`config.mk`:
```
export PLATFORM = sky130hd
export DESIGN_NAME = partial_extended_euclid
export DESIGN_NICKNAME = d
export VERILOG_FILES = /design/src/hw/rtl/pee_pkg.sv /design/src/hw/rtl/pee_ctrl.sv /design/src/hw/rtl/pee_dpath.sv /design/src/hw/rtl/partial_extended_euclid.sv
export VERILOG_INCLUDE_DIRS = /design/src /design/src/hw/rtl
export SDC_FILE = /design/constraint.sdc
export NUM_CORES = 1
export LEC_CHECK = 0
export ABC_CLOCK_PERIOD_IN_PS = 38100
export BUFFER_PORTS_ARGS = -buffer_cell sky130_fd_sc_hd__buf_2
export CAP_MARGIN = 30
export CORE_MARGIN = 2
export CORE_UTILIZATION = 50
export DETAILED_ROUTE_END_ITERATION = 8
export PLACE_DENSITY = 0.7
export SYNTH_ARGS = -nofsm -noshare
export SYNTH_HDL_FRONTEND = slang
export SYNTH_SLANG_ARGS = --single-unit
```
`constraint.sdc`:
```
create_clock -name clk -period 38.1 [get_ports clk]
set_input_delay 0 -clock clk [delete_from_list [all_inputs] [get_ports clk]]
set_output_delay 0 -clock clk [all_outputs]
set_load 0.01 [all_outputs]
```
`src/hw/rtl/partial_extended_euclid_defines.svh`:
```
`ifndef PARTIAL_EXTENDED_EUCLID_DEFINES_SVH
`define PARTIAL_EXTENDED_EUCLID_DEFINES_SVH

// same-cycle implication, checked outside reset
`define PEE_ASSERT_IMP(lbl, ante, cons, msg) \
  lbl: assert property (@(posedge clk) disable iff (!rst_n) (ante) |-> (cons)) \
    else $error(msg);

// next-cycle implication, checked outside reset
`define PEE_ASSERT_NXT(lbl, ante, cons, msg) \
  lbl: assert property (@(posedge clk) disable iff (!rst_n) (ante) |=> (cons)) \
    else $error(msg);

`endif

```
`src/hw/rtl/pee_pkg.sv`:
```
`timescale 1ns / 1ps
`default_nettype none

package pee_pkg;

  localparam int WORD_BITS = 64;
  localparam int REM_BITS  = WORD_BITS - 1;
  localparam int CNT_BITS  = $clog2(REM_BITS);

  localparam int FLD_REM_BITS = 63;
  localparam int FLD_COF_BITS = 64;
  localparam int IN_BITS      = 192;
  localparam int OUT_BITS     = 256;

  typedef enum logic [1:0] {
    ST_IDLE,
    ST_CHECK,
    ST_DIV,
    ST_UPDATE
  } state_t;

  typedef struct packed {
    logic load;
    logic div_init;
    logic div_step;
    logic update;
    logic out_load;
  } cmd_t;

  typedef struct packed {
    logic cur_gt_bound;
  } sts_t;

endpackage

`default_nettype wire

```
`src/hw/rtl/pee_ctrl.sv`:
```
`timescale 1ns / 1ps
`default_nettype none

`include "partial_extended_euclid_defines.svh"

module pee_ctrl
  import pee_pkg::*;
(
  input  wire  clk,
  input  wire  rst_n,
  input  wire  in_valid,
  output logic in_ready,
  output logic out_valid,
  input  wire  out_ready,
  input  sts_t sts,
  output cmd_t cmd
);

  state_t              state_r, state_nxt;
  logic [CNT_BITS-1:0] cnt_r, cnt_nxt;
  logic                out_valid_r, out_valid_nxt;

  always_ff @(posedge clk) begin
    if (!rst_n) begin
      state_r     <= ST_IDLE;
      cnt_r       <= '0;
      out_valid_r <= 1'b0;
    end else begin
      state_r     <= state_nxt;
      cnt_r       <= cnt_nxt;
      out_valid_r <= out_valid_nxt;
    end
  end

  always_comb begin
    state_nxt     = state_r;
    cnt_nxt       = cnt_r;
    out_valid_nxt = out_valid_r && !out_ready;
    cmd           = '0;
    in_ready      = 1'b0;
    case (state_r)
      ST_IDLE: begin
        in_ready = 1'b1;
        if (in_valid) begin
          cmd.load  = 1'b1;
          state_nxt = ST_CHECK;
        end
      end
      ST_CHECK: begin
        if (sts.cur_gt_bound) begin
          cmd.div_init = 1'b1;
          cnt_nxt      = '0;
          state_nxt    = ST_DIV;
        end else if (!out_valid_r || out_ready) begin
          cmd.out_load  = 1'b1;
          out_valid_nxt = 1'b1;
          state_nxt     = ST_IDLE;
        end
      end
      ST_DIV: begin
        cmd.div_step = 1'b1;
        if (cnt_r == CNT_BITS'(REM_BITS - 1)) begin
          state_nxt = ST_UPDATE;
        end else begin
          cnt_nxt = cnt_r + 1'b1;
        end
      end
      ST_UPDATE: begin
        cmd.update = 1'b1;
        state_nxt  = ST_CHECK;
      end
      default: begin
        state_nxt = ST_IDLE;
      end
    endcase
  end

  assign out_valid = out_valid_r;

  `PEE_ASSERT_IMP(a_cnt_range, state_r == ST_DIV, cnt_r <= CNT_BITS'(REM_BITS - 1), "count overrun")
  `PEE_ASSERT_NXT(a_div_to_upd, state_r == ST_DIV && cnt_r == CNT_BITS'(REM_BITS - 1), state_r == ST_UPDATE, "missed update")
  `PEE_ASSERT_NXT(a_done_valid, cmd.out_load, out_valid_r, "result not presented")
  `PEE_ASSERT_IMP(a_no_overwrite, cmd.out_load, !out_valid_r || out_ready, "pending word overwritten")

endmodule

`default_nettype wire

```
`src/hw/rtl/pee_dpath.sv`:
```
`timescale 1ns / 1ps
`default_nettype none

`include "partial_extended_euclid_defines.svh"

module pee_dpath
  import pee_pkg::*;
(
  input  wire                     clk,
  input  wire                     rst_n,
  input  wire  [FLD_REM_BITS-1:0] prev_remainder,
  input  wire  [FLD_REM_BITS-1:0] cur_remainder,
  input  wire  [FLD_REM_BITS-1:0] stop_bound,
  input  cmd_t                    cmd,
  output sts_t                    sts,
  output logic [FLD_REM_BITS-1:0] out_prev_remainder,
  output logic [FLD_REM_BITS-1:0] out_cur_remainder,
  output logic [FLD_COF_BITS-1:0] out_prev_cofactor,
  output logic [FLD_COF_BITS-1:0] out_cur_cofactor
);

  logic [REM_BITS-1:0]     rprev_r, rcur_r, p_r, d_r;
  logic [FLD_REM_BITS-1:0] bound_r;
  logic [WORD_BITS-1:0]    cprev_r, ccur_r, acc_r;
  logic [FLD_REM_BITS-1:0] oprev_r, ocur_r;
  logic [FLD_COF_BITS-1:0] ocprev_r, occur_r;

  logic [REM_BITS:0]       trial;
  logic [REM_BITS:0]       diff;
  logic                    ge;

  assign trial = {p_r, d_r[REM_BITS-1]};
  assign diff  = trial - {1'b0, rcur_r};
  assign ge    = trial >= {1'b0, rcur_r};

  assign sts.cur_gt_bound = FLD_REM_BITS'(rcur_r) > bound_r;

  always_ff @(posedge clk) begin
    if (cmd.load) begin
      rprev_r <= REM_BITS'(prev_remainder);
      rcur_r  <= REM_BITS'(cur_remainder);
      bound_r <= stop_bound;
      cprev_r <= '0;
      ccur_r  <= '1;
    end
    if (cmd.div_init) begin
      p_r   <= '0;
      d_r   <= rprev_r;
      acc_r <= '0;
    end
    if (cmd.div_step) begin
      p_r   <= ge ? REM_BITS'(diff) : REM_BITS'(trial);
      d_r   <= d_r << 1;
      acc_r <= (acc_r << 1) + (ge ? ccur_r : '0);
    end
    if (cmd.update) begin
      rprev_r <= rcur_r;
      rcur_r  <= p_r;
      cprev_r <= ccur_r;
      ccur_r  <= cprev_r - acc_r;
    end
    if (cmd.out_load) begin
      oprev_r  <= FLD_REM_BITS'(rprev_r);
      ocur_r   <= FLD_REM_BITS'(rcur_r);
      ocprev_r <= FLD_COF_BITS'($signed(cprev_r));
      occur_r  <= FLD_COF_BITS'($signed(ccur_r));
    end
  end

  assign out_prev_remainder = oprev_r;
  assign out_cur_remainder  = ocur_r;
  assign out_prev_cofactor  = ocprev_r;
  assign out_cur_cofactor   = occur_r;

  `PEE_ASSERT_IMP(a_divisor_nz, cmd.div_step, rcur_r != '0, "zero divisor")
  `PEE_ASSERT_IMP(a_part_rem, cmd.div_step, p_r < rcur_r, "partial remainder out of range")

endmodule

`default_nettype wire

```
`src/hw/rtl/partial_extended_euclid.sv`:
```
// Partial extended Euclid: runs quotient steps on a remainder pair while the
// current remainder exceeds a bound, tracking cofactors that start at 0 and -1.
// Input channel in_*: one word per problem; in_tdata holds prev_remainder,
// cur_remainder, stop_bound (63 bits each, lowest first), zero padded to 192.
// Result channel out_*: one word per problem; out_tdata holds
// out_prev_remainder, out_cur_remainder (63 bits each), out_prev_cofactor,
// out_cur_cofactor (64-bit two's complement), lowest first, padded to 256.
// The problem is worked in k quotient steps; each step is a bit-serial
// restoring division (one quotient bit per cycle over the 63-bit remainder)
// that also accumulates quotient times cofactor, followed by an update step.
// k is at most about 91 for 63-bit operands. One problem is worked at a time;
// in_tready rises once the result is parked in the output register.
// Reset (rst_n low, synchronous) drops any work in flight and any pending
// result. While the receiver stalls, the result word holds; a finished
// problem waits in its final check until the output register frees.
`timescale 1ns / 1ps
`default_nettype none

module partial_extended_euclid
  import pee_pkg::*;
(
  input  wire                 clk,
  input  wire                 rst_n,
  input  wire                 in_tvalid,
  output logic                in_tready,
  // [62:0] prev_remainder, [125:63] cur_remainder, [188:126] stop_bound
  input  wire  [IN_BITS-1:0]  in_tdata,
  output logic                out_tvalid,
  input  wire                 out_tready,
  // [62:0] out_prev_remainder, [125:63] out_cur_remainder,
  // [189:126] out_prev_cofactor, [253:190] out_cur_cofactor
  output logic [OUT_BITS-1:0] out_tdata
);

  cmd_t                    cmd;
  sts_t                    sts;
  logic [FLD_REM_BITS-1:0] o_prev, o_cur;
  logic [FLD_COF_BITS-1:0] o_cprev, o_ccur;

  pee_ctrl u_ctrl (
    .clk       (clk),
    .rst_n     (rst_n),
    .in_valid  (in_tvalid),
    .in_ready  (in_tready),
    .out_valid (out_tvalid),
    .out_ready (out_tready),
    .sts       (sts),
    .cmd       (cmd)
  );

  pee_dpath u_dpath (
    .clk                (clk),
    .rst_n              (rst_n),
    .prev_remainder     (in_tdata[FLD_REM_BITS-1:0]),
    .cur_remainder      (in_tdata[2*FLD_REM_BITS-1:FLD_REM_BITS]),
    .stop_bound         (in_tdata[3*FLD_REM_BITS-1:2*FLD_REM_BITS]),
    .cmd                (cmd),
    .sts                (sts),
    .out_prev_remainder (o_prev),
    .out_cur_remainder  (o_cur),
    .out_prev_cofactor  (o_cprev),
    .out_cur_cofactor   (o_ccur)
  );

  assign out_tdata = {(OUT_BITS - 2*FLD_REM_BITS - 2*FLD_COF_BITS)'(0),
                      o_ccur, o_cprev, o_cur, o_prev};

endmodule

`default_nettype wire
```
==> metrics.txt, run 1 <==
detail-routed via count per cell=5.70; layout cell share with drive strength beyond 1=17.3%; critical-path maximum fanout=56; final clock period utilization by the worst path=18.9%; effective utilization at floorplan=50.6%; synth unique cells=87; Seq. cell area=23000 um2; dominant cells by area after synthesis=edfxtp_1 55%, ha_1 7.7%, nand2_1 3.9%; Fin. Hold Viols=0; final routed wire length divided by cell count=21.1 um; Setup Skew=18.9 ps; Remaining Overflow, GRT=0; power density normalized to cell area=49.0 nW/um2; vias in the first global route=30500; Sinks on Clock Net=770; source-to-sink clock delay at the later pin of the worst-skew pair=650 ps; Post-Synthesis Cells=3718; number of enable-type register cells in the synthesized netlist=760; Detailed Route WL=115000 um; antenna violations before repair=14; setup repair after global routing missed its margin=no; total routing usage reported by global routing=26.3%; switching share of total power=30.7%; count of pins on the block boundary=454; number of max-slew violations in the final report=0; worst slew margin relative to its limit=17.6%; TritonCTS clock tree=done; Sequential Power Share=42.6%; number of detailed-routing iterations run before antenna repair=6; area of the die=85600 um2; cell-internal power=0.00168 W; register area share after synthesis=55.3%; number of setup violations in the final report=0; Startpoint Class=flop; crit path DAT=7590 ps; layout overhead on the synthesized area=19.0%; die extent in y=293 um; proportion of netlist area held by the largest area contributor=54.8%; Least-Margin Pin Slew=1240 ps; CTS clk-pin slew, worst paths=70 ps; global-route wire length before repair=175000 um; DRC violations left=0; total of buffers placed on input and output ports=448; type of the worst setup path=reg2reg; combinational power share=24.4%; gp weighted congestion=0.900; Synth Area per Inst=11.2 um2; top cell type by total area after synthesis=edfxtp_1; class of the worst hold path=in2reg; final setup TNS=0 ps; Layout Nets=4774; flip-flop and latch count after synthesis=770; shortest period the worst path allows=7200 ps; detailed placement HPWL=80400 um; num rows=105; Mapped Area=41600 um2; post-route worst hold slack=57.7 ps; DIE WIDTH=293 um; peak ir drop on the vdd network=0.0372 mV; power dissipated by switching net loads=0.000745 W; post-layout util=60.2%; total of cells resized after clock tree synthesis=0; drt first-iter violations=2701; number of nets still failing antenna checks after routing=0; pin count of the biggest net entering global routing=185; total clock buffers created by CTS=83; DR vias=31100; run status=completed; dominant synthesized flop cell=edfxtp_1; required time of the worst setup path=38490 ps; CP endpoint kind=flop; achievable clock frequency=139 MHz; clock root cell=clkbuf_16; Bufs on Longest Clock Path=3; area of the core region=82200 um2; max-cap viol count=0; count of fill cells added during filler insertion=6624; warning count from the yosys run=0; share of total power in the clock network=33.0%; FFs w/ async S/R, synth=0%; maximum level of the CTS H-tree=3; multi-input gate area in the final layout=17100 um2; leakage power summed over all cells=19.3 nW
[worst paths after layout]
check / to / cells after the start / start / slack, ps
max: u_dpath.acc_r[50] / 24 / u_dpath.d_r[62] / 30900
min: u_dpath.bound_r[39] / 2 / in_tdata[165] / 60
max reg2reg: u_dpath.acc_r[50] / 24 / u_dpath.d_r[62] / 30900
min reg2reg: u_dpath.out_prev_remainder[8] / 0 / u_dpath.rprev_r[8] / 450
[worst max-delay path, cell delays in order, from the launching register on]
cell	delay [ps]
edfxtp_1	450
inv_1	70
ha_1	230
fa_1	390
nand2b_1	200
a21oi_1	200
o2111ai_1	280
a21oi_2	210
o21ai_1	90
a211o_1	420
and3_4	260
nor2_4	290
buf_4	530
and2_1	260
ha_1	240
a21o_1	190
a41oi_1	450
nand3_1	180
a21oi_1	440
o2bb2ai_1	250
o21a_1	260
o22ai_1	330
o21ai_0	320
a21boi_0	300
mux2i_1	100
[flip-flops by register name (all words and copies together) (netlist names), 64 cells and up]
register / count
u_dpath.acc_r: 64
u_dpath.ccur_r: 64
u_dpath.cprev_r: 64
u_dpath.out_cur_cofactor: 64
u_dpath.out_prev_cofactor: 64
[placed cells by master, fill, tap and decap left out, drive strengths merged, types with 20 or more instances in the layout]
cell / synthesis / final
dlygate4sd3: 0 / 194
nand4: 66 / 66
nand2b: 32 / 32
nand3: 71 / 71
nor2: 178 / 178
mux2: 133 / 133
nor3: 43 / 43
nor2b: 20 / 20
ha: 257 / 257
buf: 26 / 471
a31oi: 25 / 25
nand2: 432 / 432
o21a: 33 / 33
xor2: 59 / 59
clkbuf: 125 / 98
and2: 149 / 149
edfxtp: 760 / 760
a211oi: 25 / 25
xnor2: 78 / 78
o21ai: 209 / 209
inv: 257 / 263
and3: 28 / 28
a21o: 143 / 143
clkinv: 1 / 38
o21bai: 33 / 33
a21oi: 288 / 288
[layer usage]
layer	part of all wire, %	vias to the layer above	GRT usage (%)	wire length [um]
met4	2.5	8	7.40	2900
li1	-	14800	-	-
met5	0.045	-	0	52
met2	48	1010	44.5	55300
met1	44	15100	35.7	50100
met3	5.8	179	3.53	6660
[logic make-up after synthesis]
| group | synth area share (%) |
|---|---|
| AND/OR/NAND/NOR | 12.6 |
| AO/OA/AOI/OAI | 13.7 |
| flip-flops | 55.3 |
| buffers and inverters | 3.77 |
| adder cells (fa/ha/maj) | 7.87 |
| multiplexers | 3.79 |
| XOR/XNOR | 2.94 |
| other | 0.00901 |
[repair_timing]
| item | 4_1_cts | 5_1_grt |
|---|---|---|
| setup buffers | 0 | 0 |
| hold buffers | 194 | 0 |
| hold endpoints to repair | 216 | 0 |
[metrics by stage]
step                worst slack (ps)  instance area (um2)  std cells  power [W]
floorplan                      17660                41600       3719    0.00148
global placement               31010                44900       5107    0.00161
detailed placement             30950                44900       5109    0.00162
CTS                            30890                49500       5453    0.00244
global route                   30490                49500       5461    0.00254
finish                         30900                49500       5462    0.00243
[synthesized netlist by cell type (6+ instances only)]
library cell  number
a41oi_1            6
dfxtp_1           10
ha_1             257
clkbuf_1         125
a31o_2             7
xor2_1            59
a211oi_1          25
nor4_1            12
nor3_1            43
nand4_1           66
nand3_1           71
nand2b_1          32
o31a_1             6
xnor2_1           78
nand3b_1           6
and2_1           149
a211o_1            9
or2_2              8
a21boi_0          16
o21ai_0          203
nand2_1          431
o22ai_1            6
o211ai_1          19
buf_2             16
mux2i_1            8
or3_1             16
nor2b_1           20
o21ai_1            6
inv_1            257
o21bai_1          33
nor2_1           177
and3_1            27
a21oi_1          287
edfxtp_1         760
a31oi_1           25
mux2_2           133
a221oi_1           6
buf_1              7
o21a_1            33
a21o_1           143
o2111ai_1          8
o31ai_1           17
[power groups by stage]
| stage | clock, W | combinational, W | sequential (W) |
|---|---|---|---|
| after floorplan | 0 | 0.000402 | 0.00108 |
| after global placement | 0 | 0.000561 | 0.00105 |
| after detailed placement | 0 | 0.000566 | 0.00105 |
| after CTS | 0.000815 | 0.000586 | 0.00103 |
| after global routing | 0.000844 | 0.000653 | 0.00104 |
| final | 0.000801 | 0.000592 | 0.00104 |
[cell type report]
cell class                 count  share of cell area, %
clock buffer                  98                   4.31
timing repair buffer         665                   8.95
sequential                   770                   46.5
multi-input combinational   2540                   34.5
inverter                     258                   1.96
antenna                        9                 0.0455
tap                         1070                   2.70
clock inverter                52                   1.05
No activity file was read; power rests on OpenSTA's default activity.
==> run 2: changes to the inputs <==
- ABC_CLOCK_PERIOD_IN_PS: 38100 -> 7500
- clock period: 38.1 -> 7.5 ns (I/O delays scaled with it)
==> metrics.txt, run 2 (synthesis results as in run 1) <==
cell-internal power=0.00854 W (+410%); TritonCTS clock tree=done; gp weighted congestion=0.951 (+5.6%); cell with the largest stage delay on the worst path=nor2_4; power dissipated by switching net loads=0.00379 W (+410%); worst slew margin relative to its limit=32.2% (+15 points); DR vias=31200 (+0.35%); power density normalized to cell area=249 nW/um2 (+410%); shortest period the worst path allows=6840 ps (-359 ps); most frequent cells in the layout=760 x edfxtp_1, 448 x buf_2, 431 x nand2_1; Remaining Overflow, GRT=0 (unchanged); combinational power share=24.3% (about the same); global-route wire length before repair=176000 um (+0.54%); count of pins on the block boundary=454 (unchanged); critical-path maximum fanout=32 (-43%); number of setup buffers added after CTS=0 (unchanged); drt first-iter violations=2376 (-12%); switching share of total power=30.7% (+0.043 points); number of buffers inserted by hold repair at cts=194 (unchanged); sum of buffers and inverters on the critical path=1 (-1); series of cell instances along the critical path=ha_1 -> fa_1 -> nand2b_1 -> a21oi_1 -> o2111ai_1 -> a21oi_2 -> o21ai_1 -> a211o_1 -> and3_4 -> nor2_4 -> buf_4 -> and2_1 -> ha_1 -> a21o_1 -> a21o_1 -> a21oi_1 -> nand2_1 -> a2bb2oi_1 -> a31oi_1 -> nor2_1 -> nor3_1 -> o31ai_1 -> mux2i_1; number of setup violations in the final report=0 (unchanged); total of buffers placed on input and output ports=448 (unchanged); final clock period utilization by the worst path=91.2% (+72 points); peak ir drop on the vdd network=0.211 mV (+470%); post-layout util=60.3% (+0.067 points); category of cells accounting for the largest share of critical-path delay=compound AO/OA/AOI/OAI gates; Detailed Route WL=115000 um (-0.36%); setup repair after global routing missed its margin=no; Bufs on Longest Clock Path=3 (unchanged); die extent in y=293 um (unchanged); CP endpoint kind=flop; multi-input gate area in the final layout=17100 um2 (about the same); effective utilization at floorplan=50.6% (unchanged); CTS clk-pin slew, worst paths=70 ps (about the same); maximum level of the CTS H-tree=3 (unchanged); detailed placement HPWL=80200 um (-0.16%); design area=49600 um2 (+0.11%); crit-path max cell delay=590 ps (+60 ps); area of the core region=82200 um2 (unchanged); run status=completed; DIE WIDTH=293 um (unchanged); class of the worst hold path=in2reg; Seq. cell area=23000 um2 (unchanged); number of detailed-routing iterations run before antenna repair=5 (-1); achievable clock frequency=146 MHz (+5.2%); Sequential Power Share=42.6% (about the same); area of the die=85600 um2 (unchanged); Layout Nets=4779 (+0.10%); crit path DAT=7230 ps (-360 ps); antenna violations before repair=23 (+9); post-detailed-placement cell area=44900 um2 (about the same); detail-routed via count per cell=5.71 (+0.17%); pin count of the biggest net entering global routing=136 (-26%); vias in the first global route=31200 (+2.3%); clock root cell=clkbuf_16; number of max-slew violations in the final report=0 (unchanged); leakage power summed over all cells=19.3 nW (+0.18%); number of nets still failing antenna checks after routing=0 (unchanged); final routed wire length divided by cell count=20.9 um (-0.54%); layout overhead on the synthesized area=19.1%; source-to-sink clock delay at the later pin of the worst-skew pair=640 ps (about the same); Startpoint Class=flop; type of the worst setup path=reg2reg; max-cap viol count=0 (unchanged); DRC violations left=0 (unchanged); total clock buffers created by CTS=84 (+1.2%); count of placed standard cells including taps=5112 (+0.059%); layout cell share with drive strength beyond 1=17.5% (+0.22 points); Fin. Hold Viols=0 (unchanged); required time of the worst setup path=7890 ps (-30600 ps); Least-Margin Pin Slew=1020 ps (-219 ps); share of total power in the clock network=33.0% (about the same); total routing usage reported by global routing=26.4% (about the same); count of fill cells added during filler insertion=6734 (+1.7%); num rows=105 (unchanged); total power=0.0123 W (+410%); final instance count without filler cells=5472 (+0.18%); total of cells resized after clock tree synthesis=0 (unchanged); Sinks on Clock Net=770 (unchanged); commonest non-fill, non-tap cell in the layout=edfxtp_1; Setup Skew=26.4 ps (+7.50 ps)
==> run 2: final cells by class <==
class,instances,area share [%]
sequential,770,46.4
tap,1070,2.70
inverter,258,1.96
timing repair buffer,669,9.00
clock inverter,55,1.02
multi-input combinational,2540,34.5
clock buffer,98,4.34
antenna,12,0.0605
==> run 2: stage by stage <==
stage	setup WS [ps]	setup TNS, ps	hold slack, ps
final	659	0	67.3
after global routing	157	0	41.5
after CTS	698	0	29.7
after detailed placement	708	0	178
after global placement	798	0	177
after floorplan	-934	-237240	98.9
==> run 2: per-layer routing <==
layer | track usage, % | up-vias | wire length [um]
met5 | 0 | - | 143
met2 | 45.0 | 1062 | 55700
met1 | 34.0 | 15000 | 48200
met4 | 8.38 | 24 | 3250
li1 | - | 14900 | -
met3 | 4.86 | 231 | 7330
==> run 2: path summary, 6_finish.rpt <==
path / start / endpoint / slack, ps / cells after the start
hold reg to reg: u_dpath.rprev_r[15] / u_dpath.out_prev_remainder[15] / 450 / 0
setup reg to reg: u_dpath.rcur_r[0] / u_dpath.acc_r[60] / 660 / 23
setup / recovery: u_dpath.rcur_r[0] / u_dpath.acc_r[60] / 660 / 23
hold / removal: in_tdata[138] / u_dpath.bound_r[12] / 70 / 2
==> run 2: power groups by stage <==
| stage | sequential (W) | clock [W] | combinational [W] |
|---|---|---|---|
| 6_report | 0.00526 | 0.00408 | 0.00300 |
| 2_1_floorplan | 0.00538 | 0 | 0.00205 |
| 5_1_grt | 0.00528 | 0.00431 | 0.00331 |
| 3_5_place_dp | 0.00535 | 0 | 0.00286 |
| 4_1_cts | 0.00526 | 0.00414 | 0.00297 |
| 3_3_place_gp | 0.00534 | 0 | 0.00284 |
